--- src/sv/idv_pkg.sv ---
package idv_pkg;

   // result status codes
   typedef enum logic [2:0] {
      ST_IDLE     = 3'd0,
      ST_ACCEPT   = 3'd1,
      ST_OK       = 3'd2,
      ST_FAIL     = 3'd3,
      ST_REJECT   = 3'd4,
      ST_START_OK = 3'd5
   } status_type;

   // configuration register indexes
   typedef enum logic [1:0] {
      CSR_IMAGE_SIZE   = 2'd0,
      CSR_EXPECTED_CRC = 2'd1,
      CSR_MODULE_TYPE  = 2'd2
   } csr_index_type;

   localparam logic OP_START = 1'b0;
   localparam logic OP_DATA  = 1'b1;

   localparam int unsigned SIZE_W  = 17;
   localparam int unsigned CRC_W   = 32;
   localparam int unsigned TYPE_W  = 8;
   localparam int unsigned COUNT_W = 18;

   typedef struct packed {
      logic       op;
      logic [7:0] data_byte;
      logic       end_of_chunk;
   } req_type;

   typedef struct packed {
      status_type          status;
      logic [CRC_W-1:0]    final_crc;
      logic [COUNT_W-1:0]  bytes_received;
   } rsp_type;

   // reflected crc-32 nibble table, polynomial 0xedb88320
   function automatic logic [CRC_W-1:0] crc_nibble(input logic [3:0] idx);
      logic [CRC_W-1:0] val;
      case (idx)
         4'h0: val = 32'h0000_0000;
         4'h1: val = 32'h1DB7_1064;
         4'h2: val = 32'h3B6E_20C8;
         4'h3: val = 32'h26D9_30AC;
         4'h4: val = 32'h76DC_4190;
         4'h5: val = 32'h6B6B_51F4;
         4'h6: val = 32'h4DB2_6158;
         4'h7: val = 32'h5005_713C;
         4'h8: val = 32'hEDB8_8320;
         4'h9: val = 32'hF00F_9344;
         4'hA: val = 32'hD6D6_A3E8;
         4'hB: val = 32'hCB61_B38C;
         4'hC: val = 32'h9B64_C2B0;
         4'hD: val = 32'h86D3_D2D4;
         4'hE: val = 32'hA00A_E278;
         default: val = 32'hBDBD_F21C;
      endcase
      return val;
   endfunction

endpackage

--- src/sv/idv_crc_byte.sv ---
module idv_crc_byte (
   input  logic [idv_pkg::CRC_W-1:0] crc_cur,
   input  logic [7:0]                data_byte,
   output logic [idv_pkg::CRC_W-1:0] crc_next
);
   import idv_pkg::*;

   logic [CRC_W-1:0] mix;
   logic [CRC_W-1:0] half;

   // two nibble steps, low nibble first
   always_comb begin
      mix      = crc_cur ^ {24'd0, data_byte};
      half     = (mix >> 4) ^ crc_nibble(mix[3:0]);
      crc_next = (half >> 4) ^ crc_nibble(half[3:0]);
   end

endmodule

--- src/sv/image_download_verifier_core.sv ---
// channel | ports                                  | moves
// req     | req_valid, req_ready, req_payload      | start or data byte transaction in
// rsp     | rsp_valid, rsp_ready, rsp_payload      | one status transaction per request
// csr     | csr_we, csr_index, csr_wdata           | register write, no wait
//
// each request is evaluated in the cycle it is accepted and its response is
// registered; the response shows in the next cycle, one request per cycle
// the single response register sets the rate: req_ready is high while it is
// empty or being drained in the same cycle, so a stalled rsp stalls req
// reset (synchronous, active high) closes any session, presets the crc to
// all ones, clears the byte count, the registers and the response valid flag
module image_download_verifier_core #(
   parameter int unsigned MAX_IMAGE_BYTES = 65536
) (
   input  logic                                clock,
   input  logic                                reset,
   input  logic                                req_valid,
   output logic                                req_ready,
   input  idv_pkg::req_type                    req_payload,
   output logic                                rsp_valid,
   input  logic                                rsp_ready,
   output idv_pkg::rsp_type                    rsp_payload,
   input  logic                                csr_we,
   input  idv_pkg::csr_index_type              csr_index,
   input  logic [idv_pkg::CRC_W-1:0]           csr_wdata
);
   import idv_pkg::*;

   localparam logic [COUNT_W-1:0] MaxBytes = COUNT_W'(MAX_IMAGE_BYTES);
   localparam logic [COUNT_W-1:0] CountMax = '1;

   // configuration registers
   logic [SIZE_W-1:0] image_size_ff;
   logic [CRC_W-1:0]  expected_crc_ff;
   logic [TYPE_W-1:0] module_type_ff;

   // session state
   logic               active_ff,  active_in;
   logic [CRC_W-1:0]   crc_ff,     crc_in;
   logic [COUNT_W-1:0] count_ff,   count_in;
   logic [SIZE_W-1:0]  ssize_ff,   ssize_in;
   logic [CRC_W-1:0]   scrc_ff,    scrc_in;

   // response register
   logic    rsp_valid_ff, rsp_valid_in;
   rsp_type rsp_ff,       rsp_in;

   logic               req_fire;
   logic               start_reject;
   logic [CRC_W-1:0]   crc_step;
   logic [COUNT_W-1:0] count_step;
   logic [COUNT_W-1:0] ssize_ext;
   status_type         status;

   assign req_ready   = !rsp_valid_ff || rsp_ready;
   assign req_fire    = req_valid && req_ready;
   assign rsp_valid   = rsp_valid_ff;
   assign rsp_payload = rsp_ff;

   // byte-wide crc update on the running register
   idv_crc_byte u_crc_byte (
      .crc_cur   (crc_ff),
      .data_byte (req_payload.data_byte),
      .crc_next  (crc_step)
   );

   assign ssize_ext  = {1'b0, ssize_ff};
   assign count_step = (count_ff == CountMax) ? count_ff : count_ff + 1'b1;

   // start is refused on an open session, a zero module type or a bad size
   assign start_reject = active_ff || (module_type_ff == '0) || (image_size_ff == '0) ||
                         ({1'b0, image_size_ff} > MaxBytes);

   always_comb begin
      active_in = active_ff;
      crc_in    = crc_ff;
      count_in  = count_ff;
      ssize_in  = ssize_ff;
      scrc_in   = scrc_ff;
      status    = ST_IDLE;
      if (req_payload.op == OP_START) begin
         if (start_reject) begin
            status = ST_REJECT;
         end else begin
            active_in = 1'b1;
            ssize_in  = image_size_ff;
            scrc_in   = expected_crc_ff;
            crc_in    = '1;
            count_in  = '0;
            status    = ST_START_OK;
         end
      end else if (active_ff) begin
         crc_in   = crc_step;
         count_in = count_step;
         status   = ST_ACCEPT;
         // completion is checked only on a chunk end
         if (req_payload.end_of_chunk && (count_step >= ssize_ext)) begin
            active_in = 1'b0;
            if ((count_step == ssize_ext) && (~crc_step == scrc_ff)) begin
               status = ST_OK;
            end else begin
               status = ST_FAIL;
            end
         end
      end
   end

   always_comb begin
      rsp_in.status         = status;
      rsp_in.final_crc      = ~crc_in;
      rsp_in.bytes_received = count_in;
      rsp_valid_in          = rsp_valid_ff;
      if (req_fire) begin
         rsp_valid_in = 1'b1;
      end else if (rsp_ready) begin
         rsp_valid_in = 1'b0;
      end
   end

   always_ff @(posedge clock) begin
      if (reset) begin
         image_size_ff   <= '0;
         expected_crc_ff <= '0;
         module_type_ff  <= '0;
      end else if (csr_we) begin
         unique case (csr_index)
            CSR_IMAGE_SIZE:   image_size_ff   <= csr_wdata[SIZE_W-1:0];
            CSR_EXPECTED_CRC: expected_crc_ff <= csr_wdata;
            CSR_MODULE_TYPE:  module_type_ff  <= csr_wdata[TYPE_W-1:0];
            default: ;
         endcase
      end
   end

   always_ff @(posedge clock) begin
      if (reset) begin
         active_ff    <= 1'b0;
         crc_ff       <= '1;
         count_ff     <= '0;
         ssize_ff     <= '0;
         scrc_ff      <= '0;
         rsp_valid_ff <= 1'b0;
      end else begin
         rsp_valid_ff <= rsp_valid_in;
         if (req_fire) begin
            active_ff <= active_in;
            crc_ff    <= crc_in;
            count_ff  <= count_in;
            ssize_ff  <= ssize_in;
            scrc_ff   <= scrc_in;
         end
      end
   end

   // response payload needs no reset
   always_ff @(posedge clock) begin
      if (req_fire) begin
         rsp_ff <= rsp_in;
      end
   end

endmodule

--- config.mk ---
export PLATFORM = sky130hd
export DESIGN_NAME = image_download_verifier_core
export DESIGN_NICKNAME = d
export VERILOG_FILES = /design/src/sv/idv_pkg.sv /design/src/sv/idv_crc_byte.sv /design/src/sv/image_download_verifier_core.sv
export SDC_FILE = /design/constraint.sdc
export NUM_CORES = 1
export LEC_CHECK = 0
export ABC_CLOCK_PERIOD_IN_PS = 11200
export BUFFER_PORTS_ARGS = -buffer_cell sky130_fd_sc_hd__buf_4
export CORE_MARGIN = 2
export CORE_UTILIZATION = 55
export DETAILED_ROUTE_END_ITERATION = 7
export PLACE_DENSITY = 0.81
export SLEW_MARGIN = 20
export SYNTH_ARGS = -nofsm -noshare
export SYNTH_HDL_FRONTEND = slang
export SYNTH_SLANG_ARGS = --single-unit
--- constraint.sdc ---
create_clock -name clock -period 11.2 [get_ports clock]
set_input_delay 1.68 -clock clock [delete_from_list [all_inputs] [get_ports clock]]
set_output_delay 1.68 -clock clock [all_outputs]
set_load 0.03 [all_outputs]
After elaboration in Yosys (flattened, before gate mapping). Memories as Yosys holds them, arrays and structs flattened. Cells that the tools add are included.

Input bits: 49. Flip-flop bits (word level): 211. Word-level logic and storage cells: 65. Memory bits (read-only): 896. Output and inout port bits: 55. Memories kept: 2.

Memories: (no name shown) (depth 16, width 28, rd ports 1, clocked after Yosys merged registers in 0, wr ports 0, RTL line idv_pkg.sv:43) `case (idx)`; (no name shown) (depth 16, width 28, rd ports 1, clocked after Yosys merged registers in 0, wr ports 0, RTL line idv_pkg.sv:43).

Reductions and logical operators: 17. Add/sub/neg operators: 1. Bitwise gates (word level): 7. Mux-type cells: 18. Equality and inequality tests: 6. Order comparisons: 2.

Operators by type and width (number): 2-to-1 mux 32 bit (3); 2-to-1 mux 18 bit (4); inverter 32 bit (2); bitwise XOR 28 x 32 -> 32 bit (2); == test 32 bit (1); bitwise XOR 32 x 8 -> 32 bit (1); adder 18 x 1 -> 18 bit (second input constant) (1); == test 18 x 17 -> 1 bit (1); == test 18 bit (second input constant) (1); >= comparator 18 x 17 -> 1 bit (1); greater-than comparator 17 bit (second input constant) (1); zero test 17 bit (1); zero test 8 bit (1); 2-to-1 mux 1 bit (8); AND reduction 2 bit (4); logical OR 1 bit (4); 2-to-1 mux 2 bit (2); logical AND 1 bit (3); 2-to-1 mux 3 bit (1); AND reduction 3 bit (1); == test 2 x 1 -> 1 bit (second input constant) (1); == test 2 bit (second input constant) (1); zero test 2 bit (1); != test 2 bit (second input constant) (1); other kinds (3) (4).

Longest topological paths before layout. Gate-level depths: netlist of the first run. An unclocked memory read counts as a cell.

Depth after elaboration: 12. Depth in mapped cells: 17. Mapped depth without buffers: 16.

Modules after synthesis. Synthesis of the first run repeated with hierarchy kept, for this count alone.

Cell total of the unflattened synthesis: 1101. Area, all modules: 10082.2 sq um.

By module, submodules not included: image_download_verifier_core (cells each 1033, times used 1, area an instance 9352.7 sq um); idv_crc_byte (cells each 68, times used 1, area an instance 729.4 sq um).

Worst setup path before layout of the first run. No wires, ideal clock.

Kind: input -> register. Start point: input port rsp_ready. End point: register count_ff[3]. Required time: 11108 ps. Arrival time: 4549 ps. Cell stages on the path: 6. Setup slack: 6559 ps. Library setup time: 92 ps. Cells stage by stage: nand2b_1 nand2_1 clkinv_1 clkbuf_1 a31oi_1 a311oi_1.

Word-level cells in the longest chain between the ends: 2.

Ends and longest elaborated chain: start: declaration (RTL line image_download_verifier_core.sv:21) `input logic rsp_ready,`; logical OR 1 bit (RTL line image_download_verifier_core.sv:55) `assign req_ready = !rsp_valid_ff || rsp_ready;`; logical AND 1 bit (RTL line image_download_verifier_core.sv:56) `assign req_fire = req_valid && req_ready;`; via req_fire (RTL line image_download_verifier_core.sv:48) `logic req_fire;`; end signal: assignment (RTL line image_download_verifier_core.sv:148) `count_ff <= count_in;`; end: declaration (RTL line image_download_verifier_core.sv:40) `logic [COUNT_W-1:0] count_ff, count_in;`.

The timed path passes the listed nets, and every way through them passes these cells. A chain may end at the register's enable or synchronous reset.

==> flow_metrics.env, run 1 <==
export IMPL_hpwl_mm=18.4
export IMPL_maxSlewViolCount=0
export IMPL_setup_worst_path_end_class="register"
export IMPL_ctsHtreeMaxLevel=1
export IMPL_io_buffers=103
export IMPL_max_freq_mhz=191
export IMPL_synth_largest_area_cell="dfxtp_1"
export IMPL_worstPathCellList="nand4_1 -> nor4_1 -> nand2b_1 -> nand3_1 -> nor2_1 -> xor2_1 -> ha_1 -> nand4_1 -> nor2_1 -> and3_1 -> o31ai_1 -> or4_1 -> or4_1 -> or4_1 -> o21a_1"
export IMPL_fin_tns_setup_ns=0
export IMPL_post_route_period_util_pct=46.7
export IMPL_drtAntennaViolNets=0
export IMPL_routedWlPerCell_um=17.4
export IMPL_n_fill_cell=1622
export IMPL_drt_total_wl_mm=26.2
export IMPL_final_util_pct=64.4
export IMPL_diodes=0
export IMPL_vdd_drop_max_mv=0.116
export IMPL_core_um2=18600
export IMPL_grt_pass1_vias=7851
export IMPL_cts_resized=0
export IMPL_finalInstanceArea_um2=12000
export IMPL_required_ns=11.47
export IMPL_r2r_cells=15
export IMPL_rr_endpoint="rsp_payload[50]"
export IMPL_p_leak_uw=0.00451
export IMPL_clk_pin_slew_ns=0.07
export IMPL_gr_total_overflow=0
export IMPL_fin_skew_ns=0.0184
export IMPL_postSynthCellCount=1194
export IMPL_netlist_area_leader_share_pct=30.4
export IMPL_start_kind="register"
export IMPL_clkSinkCount=211
export IMPL_fin_crit_ns=5.23
export IMPL_die_area_um2=20000
export IMPL_crit_start="count_ff[6]"
export IMPL_vias_per_cell=5.83
export IMPL_multiInputGateArea_um2=5260
export IMPL_cts_tree="yes"
export IMPL_synth_distinct_cells=58
export IMPL_layout_setup_ws_ns=5.97
export IMPL_grtUsageTotal_pct=26.0
export IMPL_syn_num_nets=1261
export IMPL_powerDensity_nw_per_um2=156
export IMPL_synth_seq_cells=211
export IMPL_drive_above_1_share_pct=13.5
export IMPL_slew_headroom_pct=32.0
export IMPL_io_pins=104
export IMPL_gp_congestion=0.972
export IMPL_synth_edff_count=53
export IMPL_async_reset_ff_share_pct=0
export IMPL_total_power_uw=1880
export IMPL_final_seq_area_um2=4750
export IMPL_fp_dieW_um=141
export IMPL_reg2reg_from="count_ff[6]"
export IMPL_crit_arrival_ns=5.50
export IMPL_min_path_type="reg -> reg"
export IMPL_crit_family="simple AND/OR/NAND/NOR gates"
export IMPL_hold_buffers=0
export IMPL_crit_top_cell="or4_1"
export IMPL_finalSetupViolCount=0
export IMPL_place_ws_ns=6.10
export IMPL_slowest_stage="nor4_1"
export IMPL_max_stage_delay_ns=0.75
export IMPL_cts_root_buf="clkbuf_16"
export IMPL_min_delay_start="expected_crc_ff[21]"
export IMPL_drc_errors=0
export IMPL_cts_buffer_depth=3
export IMPL_path_buf_inv=0
export IMPL_synth_top_cells_by_area="dfxtp_1 (30%), edfxtp_1 (15%), nand2_1 (9.6%)"
export IMPL_rows=50
export IMPL_syn_to_final_growth_pct=15.6
export IMPL_final_nets=1322
export IMPL_rsz0062_at_grt="false"
export IMPL_tightest_slew_ns=1.02
export IMPL_cts_setup_buffers=0
export IMPL_cap_violations=0
export IMPL_start_util_pct=55.7
export IMPL_status="finished clean"
export IMPL_worstSetupPathType="reg -> reg"
export IMPL_vias=8774
export IMPL_clk_latency_ns=0.51
export IMPL_placed_area_um2=11300
export IMPL_chipHeight_um=141
export IMPL_yosysSeqAreaShare_pct=45.8
export IMPL_ff2ff_setup_slack_ns=5.97
export IMPL_synth_ff_type="dfxtp_1"
export IMPL_grt_pass1_wl_mm=41.8
export IMPL_hold_depth=2
export IMPL_hold_path_end="scrc_ff[21]"
export IMPL_numCtsBuffers=22
export IMPL_yosysWarnings=0
export IMPL_hold_viol_final=0
export IMPL_grt_max_degree=105
export IMPL_synth_area_um2=10400
export IMPL_critPathMaxFanout=13
export IMPL_drt_iter0_markers=845
export IMPL_firstDrtPassIters=5
export IMPL_antenna_found_initial=0
export IMPL_avgSynthCellArea_um2=8.70
tightest hold or removal path, delay by kind of cell (launching register included):
kind,cells,cell delay [ns]
DFF,1,0.31
and+or+nand+nor,1,0.05
AOI/OAI and AO/OA,1,0.05
flip-flops by register name (all words and copies together) (netlist names):
register         flops
module_type_ff       8
image_size_ff       17
expected_crc_ff     32
ssize_ff            17
rsp_valid            1
scrc_ff             32
crc_ff              32
rsp_payload         53
count_ff            18
active_ff            1
report_power, final:
group          internal (µW)  switching [µW]  leakage [µW]
combinational            123             195       0.00233
sequential               806            14.9       0.00181
clock                    444             294      0.000369
total                   1370             505       0.00451
area by class of cell:
cell class | instances | share of cell area, %
repair buffers | 115 | 7.19
multi-input cells | 877 | 43.8
inverters | 28 | 0.875
flip-flops and latches | 211 | 39.6
clock inverters | 5 | 0.437
clock buffers | 34 | 5.72
well taps | 234 | 2.44
logic make-up after synthesis:
family | after synthesis | share of synthesized area [%]
and+or+nand+nor | 461 | 19.3
AOI/OAI and AO/OA | 270 | 15.3
DFF | 211 | 45.8
xor gates and xnor gates | 116 | 12.5
buffers and inverters | 106 | 3.84
adders and majority gates | 18 | 2.17
muxes | 12 | 1.18
worst max path at each step:
stage | to | slack (ns) | depth (start not counted)
floorplan | count_ff[3] | 6.56 | 6
global placement | rsp_payload[50] | 6.31 | 15
detailed placement | rsp_payload[50] | 6.10 | 15
CTS | rsp_payload[50] | 6.03 | 15
global route | rsp_payload[50] | 5.47 | 15
finish | rsp_payload[50] | 5.97 | 15
cell usage after synthesis (4+ instances only):
| cell | number |
|---|---|
| a211o_1 | 11 |
| a21o_1 | 5 |
| a21oi_1 | 136 |
| a22oi_1 | 4 |
| a311oi_1 | 5 |
| a31oi_1 | 7 |
| and3_1 | 13 |
| buf_1 | 7 |
| clkbuf_1 | 70 |
| dfxtp_1 | 158 |
| edfxtp_1 | 53 |
| ha_1 | 18 |
| inv_1 | 27 |
| mux2i_1 | 10 |
| nand2_1 | 267 |
| nand2b_1 | 30 |
| nand3_1 | 20 |
| nand4_1 | 9 |
| nor2_1 | 74 |
| nor3_1 | 15 |
| nor4_1 | 10 |
| o2111ai_1 | 4 |
| o21ai_0 | 41 |
| o22ai_1 | 19 |
| o31ai_1 | 21 |
| or4_1 | 6 |
| xnor2_1 | 59 |
| xnor2_2 | 4 |
| xnor3_1 | 6 |
| xor2_1 | 37 |
metrics by stage:
step | hold slack, ns | instances
after global placement | 0.438 | 1465
after global routing | 0.470 | 1504
final | 0.454 | 1504
after detailed placement | 0.444 | 1465
after CTS | 0.449 | 1504
after floorplan | 0.432 | 1194
layer usage:
layer | track usage [%] | vias up | part of all wire, %
met5 | 0 | - | 0
met4 | 6.21 | 0 | 1.8
met3 | 3.00 | 35 | 7.5
met2 | 39.3 | 373 | 43
met1 | 39.8 | 4129 | 47
li1 | - | 4237 | -
placed cells by master, fill, tap and decap left out, types with 13 or more instances in the layout:
cell type	synthesis	routed
o21ai_0	41	41
nand2b_1	30	30
ha_1	18	18
xor2_1	37	37
buf_4	0	115
dfxtp_1	158	158
nand3_1	20	20
xnor2_1	59	59
nor3_1	15	14
and3_1	13	13
o31ai_1	21	21
edfxtp_1	53	53
inv_1	27	27
o22ai_1	19	19
a21oi_1	136	136
nor2_1	74	72
clkbuf_16	0	23
nand2_1	267	267
No activity file was read; power rests on OpenSTA's default activity.
==> inputs of run 2 (changes only) <==
--- a/config.mk
+++ b/config.mk
@@ -5,7 +5,8 @@
 export SDC_FILE = /design/constraint.sdc
 export NUM_CORES = 1
 export LEC_CHECK = 0
-export ABC_CLOCK_PERIOD_IN_PS = 11200
+export ABC_AREA = 1
+export ABC_CLOCK_PERIOD_IN_PS = 4850
 export BUFFER_PORTS_ARGS = -buffer_cell sky130_fd_sc_hd__buf_4
 export CORE_MARGIN = 2
 export CORE_UTILIZATION = 55
==> constraint.sdc (replaced) <==
create_clock -name clock -period 4.85 [get_ports clock]
set_input_delay 0.7275 -clock clock [delete_from_list [all_inputs] [get_ports clock]]
set_output_delay 0.7275 -clock clock [all_outputs]
set_load 0.03 [all_outputs]
==> run 2 against run 1 <==
  * Count of clock-buffer cells in the layout unchanged
  * Design area up 6.4%
  * Clock skew down 0.00085 ns
  * Combinational power rose to 3.5 times the previous value
  * Maximum frequency up 63%
  * Utilization up 0.82 points
  * Synthesized cell count up 29%
  * Largest cell class unchanged
==> flow_metrics.env, run 2 <==
export IMPL_synth_ff_type="dfxtp_1"
export IMPL_layout_common_cells="nand2_1 (355), o21ai_0 (193), nor2_1 (163)"
export IMPL_min_path_type="reg -> reg"
export IMPL_gp_congestion=0.987
export IMPL_synth_area_um2=11100
export IMPL_firstDrtPassIters=5
export IMPL_numCtsBuffers=23
export IMPL_ctsHtreeMaxLevel=1
export IMPL_io_buffers=103
export IMPL_max_freq_mhz=311
export IMPL_hold_buffers=0
export IMPL_r2r_cells=22
export IMPL_vias_per_cell=5.53
export IMPL_fin_skew_ns=0.0176
export IMPL_yosysWarnings=0
export IMPL_syn_to_final_growth_pct=15.4
export IMPL_fin_crit_ns=3.21
export IMPL_clk_latency_ns=0.53
export IMPL_largest_reg_flops=53
export IMPL_p_sw_uw=1560
export IMPL_tightest_slew_ns=0.966
export IMPL_cts_resized=0
export IMPL_die_area_um2=21300
export IMPL_synth_common_cells="nand2_1 (356), o21ai_0 (193), nor2_1 (163)"
export IMPL_diodes=0
export IMPL_gr_total_overflow=0
export IMPL_fin_cells=1894
export IMPL_maxSlewViolCount=0
export IMPL_p_seq_share_pct=40.5
export IMPL_drt_total_wl_mm=30.1
export IMPL_antenna_found_initial=0
export IMPL_setup_worst_path_end_class="register"
export IMPL_required_ns=5.14
export IMPL_hpwl_mm=21.4
export IMPL_routedWlPerCell_um=15.9
export IMPL_vdd_drop_max_mv=0.287
export IMPL_postSynthCellCount=1546
export IMPL_drt_iter0_markers=1040
export IMPL_synth_edff_count=53
export IMPL_rsz0062_at_grt="false"
export IMPL_io_pins=104
export IMPL_drtAntennaViolNets=0
export IMPL_crit_arrival_ns=3.50
export IMPL_cts_root_buf="clkbuf_16"
export IMPL_core_um2=19600
export IMPL_total_power_uw=5030
export IMPL_synth_distinct_cells=40
export IMPL_clk_pin_slew_ns=0.06
export IMPL_fp_dieW_um=146
export IMPL_post_synth_top_count_cell="nand2_1"
export IMPL_finalSetupViolCount=0
export IMPL_internal_power_uw=3460
export IMPL_clockPowerShare_pct=37.6
export IMPL_drc_errors=0
export IMPL_status="finished clean"
export IMPL_final_nets=1679
export IMPL_cts_buffer_depth=3
export IMPL_netlist_area_leader_share_pct=28.6
export IMPL_critPathMaxFanout=9
export IMPL_hold_viol_final=0
export IMPL_n_fill_cell=1745
export IMPL_worstSetupPathType="reg -> reg"
export IMPL_grtUsageTotal_pct=27.8
export IMPL_p_leak_uw=0.00557
export IMPL_async_reset_ff_share_pct=0
export IMPL_grt_max_degree=81
export IMPL_yosysSeqAreaShare_pct=42.9
export IMPL_ff2ff_setup_slack_ns=1.64
export IMPL_vias=10500
export IMPL_avgSynthCellArea_um2=7.16
export IMPL_rows=51
export IMPL_cts_tree="yes"
export IMPL_fin_tns_setup_ns=0
export IMPL_synth_largest_area_cell="dfxtp_1"
export IMPL_synth_seq_cells=211
export IMPL_mostFrequentLayoutCell="nand2_1"
export IMPL_final_seq_area_um2=4750
export IMPL_start_kind="register"
export IMPL_grt_pass1_wl_mm=47.8
export IMPL_powerDensity_nw_per_um2=393
export IMPL_post_route_period_util_pct=66.2
export IMPL_cts_setup_buffers=0
export IMPL_grt_pass1_vias=9255
export IMPL_start_util_pct=56.5
export IMPL_slew_headroom_pct=35.5
export IMPL_swShare_pct=31.1
export IMPL_hold_depth=2
export IMPL_syn_num_nets=1613
export IMPL_multiInputGateArea_um2=5490
export IMPL_clkSinkCount=211
export IMPL_cap_violations=0
export IMPL_drive_above_1_share_pct=14.3
export IMPL_synth_top_cells_by_area="dfxtp_1 (29%), edfxtp_1 (14%), nand2_1 (12%)"
export IMPL_p_comb_share_pct=22.0
export IMPL_chipHeight_um=146
export IMPL_dp_cells=1852
## run 2: kinds of logic (layout without fill, tap and decap cells)
| group | after synthesis | in the layout | share of synthesized area, % |
|---|---|---|---|
| and+or+nand+nor | 703 | 703 | 28.2 |
| AOI/OAI and AO/OA | 384 | 384 | 17.8 |
| DFF | 211 | 211 | 42.9 |
| buffers and inverters | 211 | 294 | 7.53 |
| xor gates and xnor gates | 19 | 19 | 1.50 |
| adders and majority gates | 18 | 18 | 2.03 |
## run 2: power groups by stage
| stage | Sequential [µW] | Combinational, µW | Clock (µW) |
|---|---|---|---|
| 2_1_floorplan | 2130 | 687 | 0 |
| 3_3_place_gp | 2060 | 1060 | 0 |
| 3_5_place_dp | 2070 | 1080 | 0 |
| 4_1_cts | 2030 | 1090 | 1910 |
| 5_1_grt | 2050 | 1210 | 1980 |
| 6_report | 2030 | 1100 | 1890 |
## run 2: path summary, 6_finish.rpt
kind,startpoint,end
worst max-delay path,count_ff[0],rsp_payload[50]
worst min-delay path,module_type_ff[7],module_type_ff[7]
worst max register to register,count_ff[0],rsp_payload[50]
worst min register to register,module_type_ff[7],module_type_ff[7]
## run 2: cell type report
cell class	count	area share, %
Multi-Input combinational cell	1124	42.9
Sequential cell	211	37.2
Timing Repair Buffer	113	6.64
Clock buffer	34	5.48
Inverter	139	4.11
Tap cell	265	2.59
Clock inverter	8	1.05
## run 2: critical path, cell delays in order (launching register included)
cell and delay (ns):
dfxtp_1 0.39, ha_1 0.21, nand2_1 0.09, nor2_2 0.16, nand2_2 0.11, nor2_4 0.12, nand4_4 0.16, nand2_1 0.12
xor2_1 0.09, ha_1 0.30, nand2_1 0.07, nor2_1 0.20, nand3_1 0.12, nand3_1 0.13, nand2_1 0.06, nand3_1 0.06
nand2_1 0.06, nand3_1 0.06, nand2_1 0.08, nor2_1 0.11, nand3_1 0.08, o21bai_1 0.12, nand2_1 0.06
## run 2: per-layer routing
metal / vias to the layer above / global-route usage [%] / share of wire [%]
met4: 0 / 8.92 / 3.0
met2: 432 / 41.6 / 43
li1: 5228 / - / -
met1: 4748 / 41.0 / 45
met5: - / 0 / 0
met3: 63 / 4.48 / 9.6
## run 2: through the flow
step	utilization (%)	setup WS [ns]	hold WS [ns]	area (µm²)
after floorplan	-	2.03	0.423	11100
after global placement	61.0	1.77	0.431	11900
after detailed placement	61.0	1.69	0.438	11900
after CTS	65.3	1.67	0.437	12800
after global routing	65.3	1.26	0.454	12800
final	65.3	1.64	0.445	12800
==> inputs of run 3 (changes only) <==
--- a/config.mk
+++ b/config.mk
@@ -5,13 +5,13 @@
 export SDC_FILE = /design/constraint.sdc
 export NUM_CORES = 1
 export LEC_CHECK = 0
-export ABC_AREA = 1
-export ABC_CLOCK_PERIOD_IN_PS = 4850
+export ABC_AREA = 0
+export ABC_CLOCK_PERIOD_IN_PS = 2800
 export BUFFER_PORTS_ARGS = -buffer_cell sky130_fd_sc_hd__buf_4
 export CORE_MARGIN = 2
-export CORE_UTILIZATION = 55
+export CORE_UTILIZATION = 54
 export DETAILED_ROUTE_END_ITERATION = 7
-export PLACE_DENSITY = 0.81
+export PLACE_DENSITY = 0.83
 export SLEW_MARGIN = 20
 export SYNTH_ARGS = -nofsm -noshare
 export SYNTH_HDL_FRONTEND = slang
==> constraint.sdc (replaced) <==
create_clock -name clock -period 2.8 [get_ports clock]
set_input_delay 0.42 -clock clock [delete_from_list [all_inputs] [get_ports clock]]
set_output_delay 0.42 -clock clock [all_outputs]
set_load 0.03 [all_outputs]
==> run 3 against run 2 <==
  * The run now ends with setup timing left
  * Global-route usage is 0.95 points higher
  * Utilization is 5.7 points higher
  * First-iteration DRC count is 28% lower
  * Non-clock buffer count is 152 higher
  * Worst hold slack worse by 0.31 ns
  * Count of clock-buffer cells in the layout is 3 lower
  * Largest power group unchanged
  * Via count is 11% lower
  * Critical path depth is 5 lower
  * Power is 59% higher
  * Maximum frequency is 20% lower
  * Largest cell class unchanged
==> flow_metrics.env, run 3 (synthesis gave the netlist of run 1 again) <==
export IMPL_io_buffers=103
export IMPL_max_freq_mhz=250
export IMPL_min_path_type="in -> reg"
export IMPL_worstPathCellList="nand4_1 -> buf_4 -> nor4_4 -> nand2b_1 -> buf_6 -> nand2_4 -> nor3_1 -> xor2_1 -> ha_1 -> nand4_1 -> nor2_1 -> and3_4 -> o31ai_2 -> or4_1 -> or4_1 -> or4_1 -> o21a_1"
export IMPL_mostFrequentLayoutCell="nand2_1"
export IMPL_violations="setup timing"
export IMPL_die_area_um2=20400
export IMPL_grt_max_degree=63
export IMPL_finalSetupViolCount=3
export IMPL_clockPowerShare_pct=38.3
export IMPL_cts_buffer_depth=3
export IMPL_tightest_slew_ns=0.611
export IMPL_grt_pass1_vias=8586
export IMPL_hold_viol_final=0
export IMPL_ctsHtreeMaxLevel=1
export IMPL_start_util_pct=55.4
export IMPL_start_kind="register"
export IMPL_powerDensity_nw_per_um2=599
export IMPL_required_ns=3.08
export IMPL_drtAntennaViolNets=0
export IMPL_core_um2=18800
export IMPL_layout_common_cells="nand2_1 (264), buf_4 (260), dfxtp_1 (155)"
export IMPL_gp_congestion=1.00
export IMPL_cts_root_buf="clkbuf_16"
export IMPL_internal_power_uw=5750
export IMPL_drive_above_1_share_pct=24.0
export IMPL_grt_pass1_wl_mm=46.0
export IMPL_worstSetupPathType="reg -> reg"
export IMPL_drt_iter0_markers=744
export IMPL_firstDrtPassIters=5
export IMPL_io_pins=104
export IMPL_maxSlewViolCount=0
export IMPL_fin_crit_ns=4.01
export IMPL_final_util_pct=70.9
export IMPL_crit_top_cell="or4_1"
export IMPL_post_route_period_util_pct=143
export IMPL_grtUsageTotal_pct=28.7
export IMPL_diodes=0
export IMPL_clk_pin_slew_ns=0.06
export IMPL_swShare_pct=28.0
export IMPL_rsz0062_at_grt="true"
export IMPL_drt_total_wl_mm=29.5
export IMPL_vias_per_cell=5.61
export IMPL_p_seq_share_pct=41.1
export IMPL_max_stage_delay_ns=0.43
export IMPL_clkSinkCount=211
export IMPL_fin_skew_ns=0.00991
export IMPL_rows=50
export IMPL_layout_setup_ws_ns=-1.21
export IMPL_vias=9301
export IMPL_slew_headroom_pct=59.3
export IMPL_fp_dieW_um=143
export IMPL_numCtsBuffers=23
export IMPL_cts_tree="yes"
export IMPL_p_sw_uw=2230
export IMPL_critPathMaxFanout=6
export IMPL_drc_errors=0
export IMPL_vdd_drop_max_mv=0.482
export IMPL_fin_tns_setup_ns=-2.70
export IMPL_finalInstanceArea_um2=13300
export IMPL_clk_latency_ns=0.53
export IMPL_routedWlPerCell_um=17.8
export IMPL_gr_total_overflow=0
export IMPL_chipHeight_um=143
export IMPL_crit_arrival_ns=4.29
export IMPL_largest_reg_flops=53
export IMPL_syn_to_final_growth_pct=28.1
export IMPL_p_leak_uw=0.00530
export IMPL_antenna_found_initial=0
export IMPL_hpwl_mm=21.4
export IMPL_placed_area_um2=12400
export IMPL_setup_worst_path_end_class="register"
export IMPL_status="finished, violations left"
export IMPL_final_nets=1473
export IMPL_cap_violations=0
export IMPL_p_comb_share_pct=20.7
export IMPL_slowest_stage="or4_1"
run 3: critical path, delay by kind of cell, from the launching register on:
family / cells / cell delay, ns
adders and majority gates: 1 / 0.30
AOI/OAI and AO/OA: 2 / 0.24
xor gates and xnor gates: 1 / 0.14
buffers and inverters: 2 / 0.33
and+or+nand+nor: 11 / 2.41
DFF: 1 / 0.34
run 3: what timing repair did:
item | 4_1_cts | 5_1_grt
setup endpoints to repair | 3 | 26
buffers inserted | 4 | 4
hold buffers | 0 | 0
resized for setup | 5 | 5
cloned | 0 | 0
pin swaps | 8 | 7
run 3: path summary, 6_finish.rpt:
| check | from | slack [ns] | depth (start not counted) | to |
|---|---|---|---|---|
| hold reg to reg | expected_crc_ff[26] | 0.45 | 2 | scrc_ff[26] |
| setup reg to reg | count_ff[7] | -1.21 | 17 | rsp_payload[50] |
| setup / recovery | count_ff[7] | -1.21 | 17 | rsp_payload[50] |
| hold / removal | csr_wdata[28] | 0.14 | 3 | expected_crc_ff[28] |
run 3: metal layers:
layer  routed length [µm]  track usage [%]  vias up
li1                     -                -     4534
met1                13400             42.8     4333
met2                13200             44.8      382
met3                 2160             3.19       52
met4                  744             7.03        0
met5                    0                0        -
run 3: area by class of cell:
class	count	area [µm²]
clock buffer	31	657
clock inverter	11	113
fill	1469	5450
inverter	28	105
multi-input combinational	877	5340
sequential	211	4760
tap	234	293
timing repair buffer	265	2040
run 3: per-stage QoR:
step,power [µW],hold WS (ns),setup slack [ns],std cells
global route,8230,0.135,-1.32,1657
CTS,7990,0.126,-1.14,1653
floorplan,4220,0.432,-1.08,1194
global placement,4920,0.440,-1.15,1607
detailed placement,4960,0.446,-1.23,1607
finish,7980,0.136,-1.21,1657
run 3: power groups by stage:
stage	registers (µW)	logic, µW	clock network, µW
floorplan	3430	793	0
global placement	3340	1580	0
detailed placement	3350	1610	0
CTS	3280	1620	3090
global route	3290	1740	3200
finish	3280	1650	3050
